[config.mk]
export PLATFORM = sky130hd
export DESIGN_NAME = stack_slot_allocator
export DESIGN_NICKNAME = d
export VERILOG_FILES = /design/src/hdl/ssa_pkg.sv /design/src/hdl/ssa_slot_table.sv /design/src/hdl/stack_slot_allocator.sv
export SDC_FILE = /design/constraint.sdc
export NUM_CORES = 1
export LEC_CHECK = 0
export ABC_CLOCK_PERIOD_IN_PS = 9200
export BUFFER_PORTS_ARGS = -buffer_cell sky130_fd_sc_hd__buf_4
export CORE_ASPECT_RATIO = 1.5
export CORE_UTILIZATION = 50
export CTS_CLUSTER_SIZE = 40
export DETAILED_ROUTE_END_ITERATION = 10
export HOLD_SLACK_MARGIN = 0.02
export PLACE_DENSITY_LB_ADDON = 0.15
export SYNTH_ARGS = -nofsm -noshare
export SYNTH_HDL_FRONTEND = slang
export SYNTH_SLANG_ARGS = --single-unit
[constraint.sdc]
create_clock -name i_clk -period 9.2 [get_ports i_clk]
set_input_delay 1.84 -clock i_clk [delete_from_list [all_inputs] [get_ports i_clk]]
set_output_delay 1.84 -clock i_clk [all_outputs]
set_load 0.01 [all_outputs]
[src/hdl/ssa_pkg.sv]
`timescale 1ns / 1ps
`default_nettype none

package ssa_pkg;

    // Build constants
    localparam int MAX_SLOTS   = 16;
    localparam int STACK_BYTES = 65536;

    // The slot field is four bits wide, so no more than sixteen slots exist.
    localparam int SLOT_W   = 4;
    localparam int NUM_ENT  = 1 << SLOT_W;
    localparam int SLOT_CAP = (MAX_SLOTS < NUM_ENT) ? MAX_SLOTS : NUM_ENT;
    localparam int CNT_W    = SLOT_W + 1;
    localparam int ADDR_W   = 32;
    // Widest offset is SLOT_CAP * STACK_BYTES
    localparam int OFF_W    = $clog2(SLOT_CAP * STACK_BYTES + 1);

    typedef enum logic [1:0] {
        ST_OK      = 2'd0,
        ST_INVALID = 2'd1,
        ST_FULL    = 2'd2
    } t_status;

    typedef enum logic {
        MODE_ALLOC   = 1'b0,
        MODE_RELEASE = 1'b1
    } t_mode;

    typedef enum logic [1:0] {
        S_IDLE,
        S_SCAN,
        S_MUL,
        S_CMP
    } t_state;

    // Update command to the slot table
    typedef struct packed {
        logic              set;
        logic              clr;
        logic              create;
        logic [SLOT_W-1:0] idx;
    } t_tbl_cmd;

endpackage

`default_nettype wire

[src/hdl/ssa_slot_table.sv]
`timescale 1ns / 1ps
`default_nettype none

// Busy flags and created-slot count.
module ssa_slot_table (
    input  wire logic                      i_clk,
    input  wire logic                      i_rst_n,
    input  wire ssa_pkg::t_tbl_cmd         i_cmd,
    input  wire logic [ssa_pkg::SLOT_W-1:0] i_rd_idx,
    output logic                           o_busy_bit,
    output logic [ssa_pkg::CNT_W-1:0]      o_created
);

    logic [ssa_pkg::NUM_ENT-1:0] r_busy;
    logic [ssa_pkg::CNT_W-1:0]   r_created;

    always_ff @(posedge i_clk) begin
        if (!i_rst_n) begin
            r_busy    <= '0;
            r_created <= '0;
        end else begin
            if (i_cmd.set) begin
                r_busy[i_cmd.idx] <= 1'b1;
            end else if (i_cmd.clr) begin
                r_busy[i_cmd.idx] <= 1'b0;
            end
            if (i_cmd.create) begin
                r_created <= r_created + 1'b1;
            end
        end
    end

    assign o_busy_bit = r_busy[i_rd_idx];
    assign o_created  = r_created;

    a_created_cap: assert property (@(posedge i_clk) disable iff (!i_rst_n)
        r_created <= ssa_pkg::CNT_W'(ssa_pkg::SLOT_CAP))
        else $error("created count beyond slot limit");

    a_create_sets: assert property (@(posedge i_clk) disable iff (!i_rst_n)
        i_cmd.create |-> i_cmd.set && ({1'b0, i_cmd.idx} == r_created))
        else $error("new slot not taken at next index");

    a_no_set_clr: assert property (@(posedge i_clk) disable iff (!i_rst_n)
        !(i_cmd.set && i_cmd.clr))
        else $error("set and clear in same cycle");

endmodule

`default_nettype wire

[src/hdl/stack_slot_allocator.sv]
`timescale 1ns / 1ps
`default_nettype none

// Channel    Direction  Ports                                    Handshake
// --------   ---------  ---------------------------------------  ---------------------------
// request    in         i_mode, i_slot                           i_start & !o_busy
// result     out        o_slot_given, o_stack_base, o_status     o_done, one-cycle strobe
// config     in         i_cfg_data (stack top)                   i_cfg_valid & o_cfg_ready
//
// Release, and allocate with the stack top unset, finish in the scan state.
// Other allocates walk the busy flags one per cycle from the newest slot down;
// once a slot is picked (reused or new, also when its base would underflow)
// the multiply and compare states follow; when every slot exists and is busy
// the scan ends with full status.
// One multiply stage (index times slot size) and one compare/subtract stage
// against the stack top follow the scan.
// Reset (i_rst_n low, synchronous) frees all slots, clears the created count
// and the stack top. No clearing pass. o_cfg_ready is always high.
// The receiver cannot stall; o_busy is low again in the cycle o_done shows.
module stack_slot_allocator (
    input  wire logic                        i_clk,
    input  wire logic                        i_rst_n,
    // request
    input  wire logic                        i_start,
    output logic                             o_busy,
    input  wire logic                        i_mode,
    input  wire logic [ssa_pkg::SLOT_W-1:0]  i_slot,
    // result
    output logic                             o_done,
    output logic [ssa_pkg::SLOT_W-1:0]       o_slot_given,
    output logic [ssa_pkg::ADDR_W-1:0]       o_stack_base,
    output logic [1:0]                       o_status,
    // config
    input  wire logic                        i_cfg_valid,
    output logic                             o_cfg_ready,
    input  wire logic [ssa_pkg::ADDR_W-1:0]  i_cfg_data
);

    ssa_pkg::t_state             r_state, n_state;
    logic [ssa_pkg::ADDR_W-1:0]  r_stack_top;

    // captured request
    logic                        r_mode, n_mode;
    logic [ssa_pkg::SLOT_W-1:0]  r_slot, n_slot;

    // scan pointer (one above the entry under test) and chosen slot
    logic [ssa_pkg::CNT_W-1:0]   r_idx, n_idx;
    logic [ssa_pkg::SLOT_W-1:0]  r_k, n_k;
    logic                        r_new, n_new;
    logic [ssa_pkg::OFF_W-1:0]   r_off, n_off;

    // result registers
    logic                        r_done, n_done;
    logic [ssa_pkg::SLOT_W-1:0]  r_res_slot, n_res_slot;
    logic [ssa_pkg::ADDR_W-1:0]  r_res_base, n_res_base;
    ssa_pkg::t_status            r_res_st, n_res_st;

    ssa_pkg::t_tbl_cmd           w_cmd;
    logic [ssa_pkg::SLOT_W-1:0]  w_rd_idx;
    logic                        w_busy_bit;
    logic [ssa_pkg::CNT_W-1:0]   w_created;
    logic [ssa_pkg::ADDR_W-1:0]  w_off_ext;
    logic                        w_accept;

    assign w_accept  = i_start && (r_state == ssa_pkg::S_IDLE);
    assign w_rd_idx  = ssa_pkg::SLOT_W'(r_idx - 1'b1);
    assign w_off_ext = ssa_pkg::ADDR_W'(r_off);

    ssa_slot_table u_table (
        .i_clk      (i_clk),
        .i_rst_n    (i_rst_n),
        .i_cmd      (w_cmd),
        .i_rd_idx   (w_rd_idx),
        .o_busy_bit (w_busy_bit),
        .o_created  (w_created)
    );

    // stack top register
    always_ff @(posedge i_clk) begin
        if (!i_rst_n) begin
            r_stack_top <= '0;
        end else if (i_cfg_valid) begin
            r_stack_top <= i_cfg_data;
        end
    end

    assign o_cfg_ready = 1'b1;

    // next state
    always_comb begin
        n_state = r_state;
        case (r_state)
            ssa_pkg::S_IDLE: begin
                if (i_start) begin
                    n_state = ssa_pkg::S_SCAN;
                end
            end
            ssa_pkg::S_SCAN: begin
                if (r_mode == ssa_pkg::MODE_RELEASE || r_stack_top == '0) begin
                    n_state = ssa_pkg::S_IDLE;
                end else if (r_idx == '0) begin
                    // nothing free: create, if room
                    if (w_created >= ssa_pkg::CNT_W'(ssa_pkg::SLOT_CAP)) begin
                        n_state = ssa_pkg::S_IDLE;
                    end else begin
                        n_state = ssa_pkg::S_MUL;
                    end
                end else if (!w_busy_bit) begin
                    n_state = ssa_pkg::S_MUL;
                end
            end
            ssa_pkg::S_MUL: begin
                n_state = ssa_pkg::S_CMP;
            end
            ssa_pkg::S_CMP: begin
                n_state = ssa_pkg::S_IDLE;
            end
            default: begin
                n_state = ssa_pkg::S_IDLE;
            end
        endcase
    end

    // datapath and outputs
    always_comb begin
        n_mode     = r_mode;
        n_slot     = r_slot;
        n_idx      = r_idx;
        n_k        = r_k;
        n_new      = r_new;
        n_off      = r_off;
        n_done     = 1'b0;
        n_res_slot = r_res_slot;
        n_res_base = r_res_base;
        n_res_st   = r_res_st;
        w_cmd      = '0;
        case (r_state)
            ssa_pkg::S_IDLE: begin
                if (i_start) begin
                    n_mode = i_mode;
                    n_slot = i_slot;
                    n_idx  = w_created;
                end
            end
            ssa_pkg::S_SCAN: begin
                if (r_mode == ssa_pkg::MODE_RELEASE) begin
                    n_done     = 1'b1;
                    n_res_slot = r_slot;
                    n_res_base = '0;
                    if ({1'b0, r_slot} >= w_created) begin
                        n_res_st = ssa_pkg::ST_INVALID;
                    end else begin
                        n_res_st  = ssa_pkg::ST_OK;
                        w_cmd.clr = 1'b1;
                        w_cmd.idx = r_slot;
                    end
                end else if (r_stack_top == '0) begin
                    n_done     = 1'b1;
                    n_res_slot = '0;
                    n_res_base = '0;
                    n_res_st   = ssa_pkg::ST_INVALID;
                end else if (r_idx == '0) begin
                    if (w_created >= ssa_pkg::CNT_W'(ssa_pkg::SLOT_CAP)) begin
                        n_done     = 1'b1;
                        n_res_slot = '0;
                        n_res_base = '0;
                        n_res_st   = ssa_pkg::ST_FULL;
                    end else begin
                        n_k   = ssa_pkg::SLOT_W'(w_created);
                        n_new = 1'b1;
                    end
                end else if (!w_busy_bit) begin
                    n_k   = w_rd_idx;
                    n_new = 1'b0;
                end else begin
                    n_idx = r_idx - 1'b1;
                end
            end
            ssa_pkg::S_MUL: begin
                // offset of slot k: (k + 1) * slot size
                n_off = ssa_pkg::OFF_W'(
                    int'({1'b0, r_k} + 1'b1) * ssa_pkg::STACK_BYTES);
            end
            ssa_pkg::S_CMP: begin
                n_done = 1'b1;
                if (w_off_ext > r_stack_top) begin
                    n_res_slot = '0;
                    n_res_base = '0;
                    n_res_st   = ssa_pkg::ST_FULL;
                end else begin
                    n_res_slot   = r_k;
                    n_res_base   = r_stack_top - w_off_ext;
                    n_res_st     = ssa_pkg::ST_OK;
                    w_cmd.set    = 1'b1;
                    w_cmd.create = r_new;
                    w_cmd.idx    = r_k;
                end
            end
            default: begin
                n_done = 1'b0;
            end
        endcase
    end

    // control registers
    always_ff @(posedge i_clk) begin
        if (!i_rst_n) begin
            r_state <= ssa_pkg::S_IDLE;
            r_done  <= 1'b0;
        end else begin
            r_state <= n_state;
            r_done  <= n_done;
        end
    end

    // payload registers
    always_ff @(posedge i_clk) begin
        r_mode     <= n_mode;
        r_slot     <= n_slot;
        r_idx      <= n_idx;
        r_k        <= n_k;
        r_new      <= n_new;
        r_off      <= n_off;
        r_res_slot <= n_res_slot;
        r_res_base <= n_res_base;
        r_res_st   <= n_res_st;
    end

    assign o_busy       = (r_state != ssa_pkg::S_IDLE);
    assign o_done       = r_done;
    assign o_slot_given = r_res_slot;
    assign o_stack_base = r_res_base;
    assign o_status     = r_res_st;

    a_accept_busy: assert property (@(posedge i_clk) disable iff (!i_rst_n)
        w_accept |=> o_busy)
        else $error("request taken but unit not busy");

    a_done_single: assert property (@(posedge i_clk) disable iff (!i_rst_n)
        o_done |=> !o_done)
        else $error("result strobe longer than one cycle");

    a_done_idle: assert property (@(posedge i_clk) disable iff (!i_rst_n)
        o_done |-> !o_busy)
        else $error("result shown while still working");

    a_fail_base: assert property (@(posedge i_clk) disable iff (!i_rst_n)
        o_done && (o_status != ssa_pkg::ST_OK) |-> (o_stack_base == '0))
        else $error("nonzero base on failed request");

    a_status_code: assert property (@(posedge i_clk) disable iff (!i_rst_n)
        o_done |-> (o_status == ssa_pkg::ST_OK) || (o_status == ssa_pkg::ST_INVALID)
                   || (o_status == ssa_pkg::ST_FULL))
        else $error("undefined status code");

endmodule

`default_nettype wire
==> results.txt, run 1 <==
The run finished with clean final reports. Summing every instance area after synthesis gives about 5300 um2. Setup violations remaining at the end of the flow were counted as 0. The worst slew margin relative to its limit came out at 37.4%. The portion of the post-synthesis area used by sequential elements came out at between 50 and 60%. The post-detailed-placement half-perimeter wirelength is slightly below 8 mm.

The number of buffers inserted by port buffering is 80. The number of setup buffers added after CTS is 0. The worst reg2reg path startpoint is r_idx[0]. The data arrival time of the worst path is between 1000 and 1500 ps. The power share of the sequential group is between 40% and 50%. The proportion of layout cells with a drive suffix above 1 came out at 23.0%. The area of the die came out at 11,000 um2.

The number of search-and-repair iterations in the first detailed-routing pass came out at 5. The flop and latch count out of synthesis came out at roughly 110. The final-layout fill cell count came out at ~800. The latest clock arrival within the worst-skew pair came out at between 400 and 500 ps. In the routed design, unresolved DRC markers number 0.

The critical path data required time is between 7000 and 8000 ps. In the final layout, the multi-input gates occupy about 2200 um2. During synthesis, Yosys emitted a total of 0 warnings. The worst hold path belongs to the class register to register. Among all flip-flop cells after synthesis, the most frequent one is edfxtp_1. The initial antenna violation count is 0. Of the total power, combinational logic draws around 8%. The clock slew seen by the registers of the worst setup and hold paths is around 50 ps. Entering global routing, the biggest net connects 58 pins. In this run, CTS created clock tree buffers numbering 17.

The initial detailed-routing violation count came out at 167. The number of nets in the synthesized netlist is 525. The synthesis-to-finish area growth came out at 24.1%. The final critical delay including setup and external delays came out at approximately 3100 ps.

The utilization of the core after routing came out at 64.2%. The distinct cell type count of the synthesized netlist is 54. The max-capacitance violation count is 0. The wire length of the first global-routing pass came out at 17.6 mm. The number of hold violations in the final report is 0. The setup clock skew after layout is between 6 and 7 ps. TritonCTS built the clock tree.

The count of hold-fix buffers inserted at cts is 0. The final worst-path cycle share came out at approximately 34%. The overall die height came out at ~130 um. The final number of max-transition violations came out at 0.

The internal power of the cells totals 1.01 mW. The count of cells resized by post-cts repair is 0. In the global route stage, overall resource usage came out at a little over a fifth. The CTS sink count is between 100 and 150.

The via count came out at 3,681. The horizontal extent of the die is 85.9 um. Setup repair after global routing left no endpoint under its margin. The slew at the pin closest to its max-slew limit is 939 ps.

The number of placed I/O pins came out at 82. In this run switching power makes up about a quarter of total power. The critical path startpoint is r_state[0]. The switching power of the nets came out at about 0.31 mW. In this run, synthesis inferred 58 flip-flops with an integrated enable. For this design the ratio of total power to cell area is 202 nW/um2. The worst setup path is launched from a register.

The cell at the root of the clock tree is clkbuf_16. The fraction of synthesis flops using an asynchronous set or reset pin came out at 0%. VDD sags by at most 0.156 mV. The total area of sequential cells is between 2000 and 3000 um2. The mean instance size in the synthesized netlist is around 11 um2. The largest driver fanout on the critical path came out at 7. The post-detailed-route wirelength per cell came out at 15.7 um. Synthesis produced 471 cells. The area inside the core boundary is approximately 10,000 um2. The number of H-tree levels is 4. The overall overflow remaining after global route is 0.

The final sum of negative setup slack is 0 ps. The post-detailed-route via-to-cell ratio came out at between 5 and 6. The initial core utilization is 51.7%. The antenna violation net count after detailed routing came out at 0. The clock network fraction of total power is 48.3%. The number of antenna cells inserted is 0. The post-detailed-routing wire length is roughly 11 mm. The number of placement rows came out at 45. Final hold analysis gives a worst-case slack of approximately 470 ps. Derived from the worst setup path, the maximum achievable clock frequency is between 300 and 400 MHz. For this run, the post-layout net count is between 600 and 700. The via count of the first global-routing pass was around 3.6k. The critical path in this run is classified as register to output pin. The maximum buffer depth of the clock tree came out at 2.

The static leakage power came out at between 2 and 3 nW. The category of the worst setup path capture point is an output pin. Routability-driven placement finished with a final weighted congestion of between 0.8 and 0.9.
[final timing paths]
check,endpoint,slack (ps),cells after the start
hold / removal,register,470,2
setup / recovery,o_busy,6070,2
hold reg to reg,register,470,2
setup reg to reg,r_k[1],6210,6
[layout make-up]
type	count	area share (%)
multi-input combinational	312	34.0
sequential	114	43.7
timing repair buffer	82	9.40
tap	141	2.69
clock buffer	17	6.50
inverter	21	1.20
clock inverter	15	2.47
[per-stage QoR]
step | cell area (um2) | power [mW] | worst slack (ps) | instances
5_1_grt | 6550 | 1.37 | 5970 | 702
3_3_place_gp | 5960 | 0.688 | 6160 | 670
3_5_place_dp | 5960 | 0.692 | 6100 | 670
6_report | 6550 | 1.32 | 6070 | 702
2_1_floorplan | 5270 | 0.651 | 6230 | 471
4_1_cts | 6550 | 1.33 | 6070 | 702
[layer usage]
layer | wire length [um] | global-route usage [%] | vias up
met5 | 0 | 0 | -
li1 | - | - | 1821
met3 | 343 | 4.57 | 22
met2 | 6060 | 38.3 | 79
met4 | 249 | 9.61 | 0
met1 | 4360 | 23.8 | 1759
[Yosys cell counts, types with 7 or more instances]
cell	number	area share, %
a21oi_1	11	1.0
and2_1	24	2.8
clkbuf_1	13	0.93
dfxtp_1	56	21
edfxtp_1	58	33
ha_1	12	2.8
inv_1	21	1.5
mux2i_1	45	8.5
nand2_1	36	2.6
nand3_1	8	0.76
nor2_1	29	2.1
nor2b_1	40	4.7
nor3_1	9	0.85
o21ai_0	11	1.0
xnor2_1	10	1.7
xor2_1	7	1.2
[layout by cell type (no fill, tap or decap), types with 3 or more instances in the layout]
master / instances
a21oi_1: 11
a32o_1: 3
and2_1: 24
buf_4: 82
clkbuf_16: 17
clkinv_4: 5
clkinvlp_4: 4
dfxtp_1: 56
edfxtp_1: 58
ha_1: 12
inv_1: 21
mux2i_1: 45
mux4_2: 5
nand2_1: 36
nand2b_1: 5
nand3_1: 8
nand3b_1: 3
nand4_1: 3
nor2_1: 29
nor2b_1: 40
nor3_1: 9
nor4_1: 5
o211ai_1: 3
o21ai_0: 11
o31ai_1: 5
or3_1: 5
xnor2_1: 10
xor2_1: 7
[power by group through the flow]
stage	registers (mW)	clock network, mW	logic [mW]
after global routing	0.575	0.673	0.120
after floorplan	0.579	0	0.0720
final	0.573	0.638	0.109
after detailed placement	0.583	0	0.109
after CTS	0.573	0.647	0.109
after global placement	0.583	0	0.106
[critical path: stages (launching register included)]
cell     delay [ps]
dfxtp_1         380
or2_2           350
buf_4           150
[logic make-up (layout without fill, tap and decap cells)]
logic type                 count (synthesis)  in the layout  share of synthesized area [%]
AOI/OAI and AO/OA                         59             59                           8.26
xor gates and xnor gates                  17             17                           2.82
adders and majority gates                 13             13                           3.23
buffers and inverters                     45            135                           3.54
DFF                                      114            114                           54.3
muxes                                     50             50                           10.7
other                                      1              1                         0.0711
and+or+nand+nor                          172            172                           17.1
Power figures use the tool's default switching activity.
==> run 2, diff against run 1 <==
--- a/config.mk
+++ b/config.mk
@@ -5,7 +5,7 @@
 export SDC_FILE = /design/constraint.sdc
 export NUM_CORES = 1
 export LEC_CHECK = 0
-export ABC_CLOCK_PERIOD_IN_PS = 9200
+export ABC_CLOCK_PERIOD_IN_PS = 3100
 export BUFFER_PORTS_ARGS = -buffer_cell sky130_fd_sc_hd__buf_4
 export CORE_ASPECT_RATIO = 1.5
 export CORE_UTILIZATION = 50
==> constraint.sdc (replaced) <==
create_clock -name i_clk -period 3.1 [get_ports i_clk]
set_input_delay 0.62 -clock i_clk [delete_from_list [all_inputs] [get_ports i_clk]]
set_output_delay 0.62 -clock i_clk [all_outputs]
set_load 0.01 [all_outputs]
==> run 2 against run 1 <==
Net effect:
- clock power increased to 3.1 times the previous value
- clock skew about the same
- cell count up 0.71%
- largest power group unchanged
- sequential cell count unchanged
- highest routed layer unchanged
- design area is 1.3% higher
- global-route usage increased by 0.13 points
==> results.txt, run 2 (same netlist as run 1, synthesis figures left out) <==
The kind of start point of the critical path is a register. The overall die height came out at between 100 and 150 um. The clock passes through at most 2 buffers. The antenna violation net count after detailed routing came out at 0. The largest delay contributor family on the critical path is compound AO/OA/AOI/OAI gates. The number of search-and-repair iterations in the first detailed-routing pass is 4. The number of buffers inserted by port buffering came out at 80. The proportion of layout cells with a drive suffix above 1 is 23.3%. The total of endpoints with negative setup slack in the final report came out at 0. The final layout contains between 600 and 700 nets. The largest driver fanout on the critical path came out at 14. In the layout the commonest cells are 86 x buf_4, 58 x edfxtp_1, 56 x dfxtp_1. After the first detailed-routing iteration, the DRC count stood at approximately 160. The total non-filler cell area in the finished layout came out at roughly 6600 um2.

The routability congestion estimate came out at ~0.85. The wire length of the first global-routing pass came out at 17.5 mm. The total instance count after detailed placement is 675.

The achievable clock frequency is around 350 MHz. The final critical delay including setup and external delays came out at around 2800 ps. Clock skew on the completed layout was measured at approximately 6.6 ps. The critical path start-end classification is register to register. The via count of the first global-routing pass came to between 3k and 4k.

The initial utilization of the core area, before any placement, comes to 51.7%. Traced cell by cell, the critical path runs through or4_4 > or3_1 > o41a_1 > a32oi_2 > a211oi_1 > mux2i_1 > nor2b_1. The count of buffer and inverter cells on the critical path came out at 0. Power spread over the standard cell area amounts to about 610 nW/um2.

The number of hold violations in the final report is 0. The number of placed I/O pins is just over 80. Clock-pin slew was measured on the worst setup and hold paths at ~50 ps. TritonCTS built the clock tree. Leaving out fill and tap cells, the most frequent cell in the layout is buf_4.

The tree is rooted in a clkbuf_16. STA classifies the critical path endpoint as a register. The total placed instance area came out at between 6000 and 7000 um2.

The post-detailed-route via-to-cell ratio is between 5 and 6. The number of antenna cells inserted came out at 0. The synthesis-to-finish area growth is 25.7%. Among all stages on the critical path, the largest delay is contributed by o41a_1. The slew at the pin closest to its max-slew limit is around 770 ps. After floorplanning, the core was divided into between 40 and 50 placement rows.

The post-detailed-placement half-perimeter wirelength is between 7 and 8 mm. The data arrival time of the worst path came out at 3190 ps. The count of hold-fix buffers inserted at cts came out at 0.

The flow ran to the end, and the final reports show no timing, DRC or antenna violations. The latest clock arrival within the worst-skew pair came out at 400 ps. The min-delay analysis places its worst path in the category input port to register. The count of cells resized by post-cts repair is 0.

The final sum of negative setup slack is 0 ps. The pin count of the biggest net entering global routing is 58. Across the run, the number of max-cap violations was 0.

The overall fraction of global-route tracks in use is between 20% and 30%. Setup slack on the critical path of the routed design comes to 252 ps. The delay of the slowest cell on the worst path came out at 620 ps. Setup repair after global routing left no endpoint under its margin. The die covers about 11,000 um2.

The static leakage power came out at 2.72 nW. After layout, the worst path uses about nine tenths of the clock period. In the final routed layout, each cell accounts on average for 15.4 um.

The final number of max-transition violations came out at 0. The post-detailed-routing wire length came out at approximately 11 mm. The DRC violation count after routing is 0. The count of placed standard cells in the final layout, fillers left out is ~710.

The number of buffers inserted by post-CTS setup repair came out at 0. The worst slew margin relative to its limit is a little under 50%. The peak supply drop came out at about 0.38 mV. The critical path data required time came out at 3440 ps. TritonCTS created 17 clock buffers. In this run the horizontal extent of the chip is 85.9 um. The overall overflow remaining after global route came out at 0. The core region is between 10,000 and 15,000 um2. The initial antenna violation count is 0. Detailed routing inserted a total of approximately 3.6k vias. The H-tree was split into 4 levels. The CTS sink count came out at 114. The post-placement setup slack is 256 ps.
-- run 2: power by group --
group	switching, mW	internal, mW	leakage, nW
clock network	0.661	1.34	0.289
logic	0.172	0.162	1.41
registers	0.0481	1.65	1.02
-- run 2: final timing paths --
check | slack [ps] | startpoint | cells past startpoint | to
worst max-delay path | 250 | r_stack_top[24] | 7 | register
worst min-delay path | 390 | i_slot[3] | 1 | r_slot[3]
worst max register to register | 250 | r_stack_top[24] | 7 | register
worst min register to register | 460 | register | 2 | register
-- run 2: cell type report --
class	instances	area (um2)
clock buffer	19	433
clock inverter	13	186
fill	797	3560
inverter	21	78.8
multi-input combinational	312	2230
sequential	114	2860
tap	141	176
timing repair buffer	87	666
-- run 2: worst reg2reg max path, delay by kind of cell, from the launching register on --
family             cells  cell delay, ps
and+or+nand+nor        3            1120
muxes                  1             130
AOI/OAI and AO/OA      3            1180
DFF                    1             360
-- run 2: metal layers --
layer  vias to the layer above  track usage (%)  share of wire [%]
met5                         -                0                  0
li1                       1838                -                  -
met1                      1710             22.4                 39
met2                        83             39.2                 55
met4                         0             10.2                1.5
met3                        10             5.67                4.3
-- run 2: stage by stage --
stage / utilization [%] / hold WS, ps / power (mW)
after CTS: 65.0 / 373 / 4.08
after detailed placement: 59.0 / 457 / 2.06
final: 65.0 / 393 / 4.03
after floorplan: - / 432 / 1.93
after global routing: 65.0 / 371 / 4.19
after global placement: 59.0 / 442 / 2.05
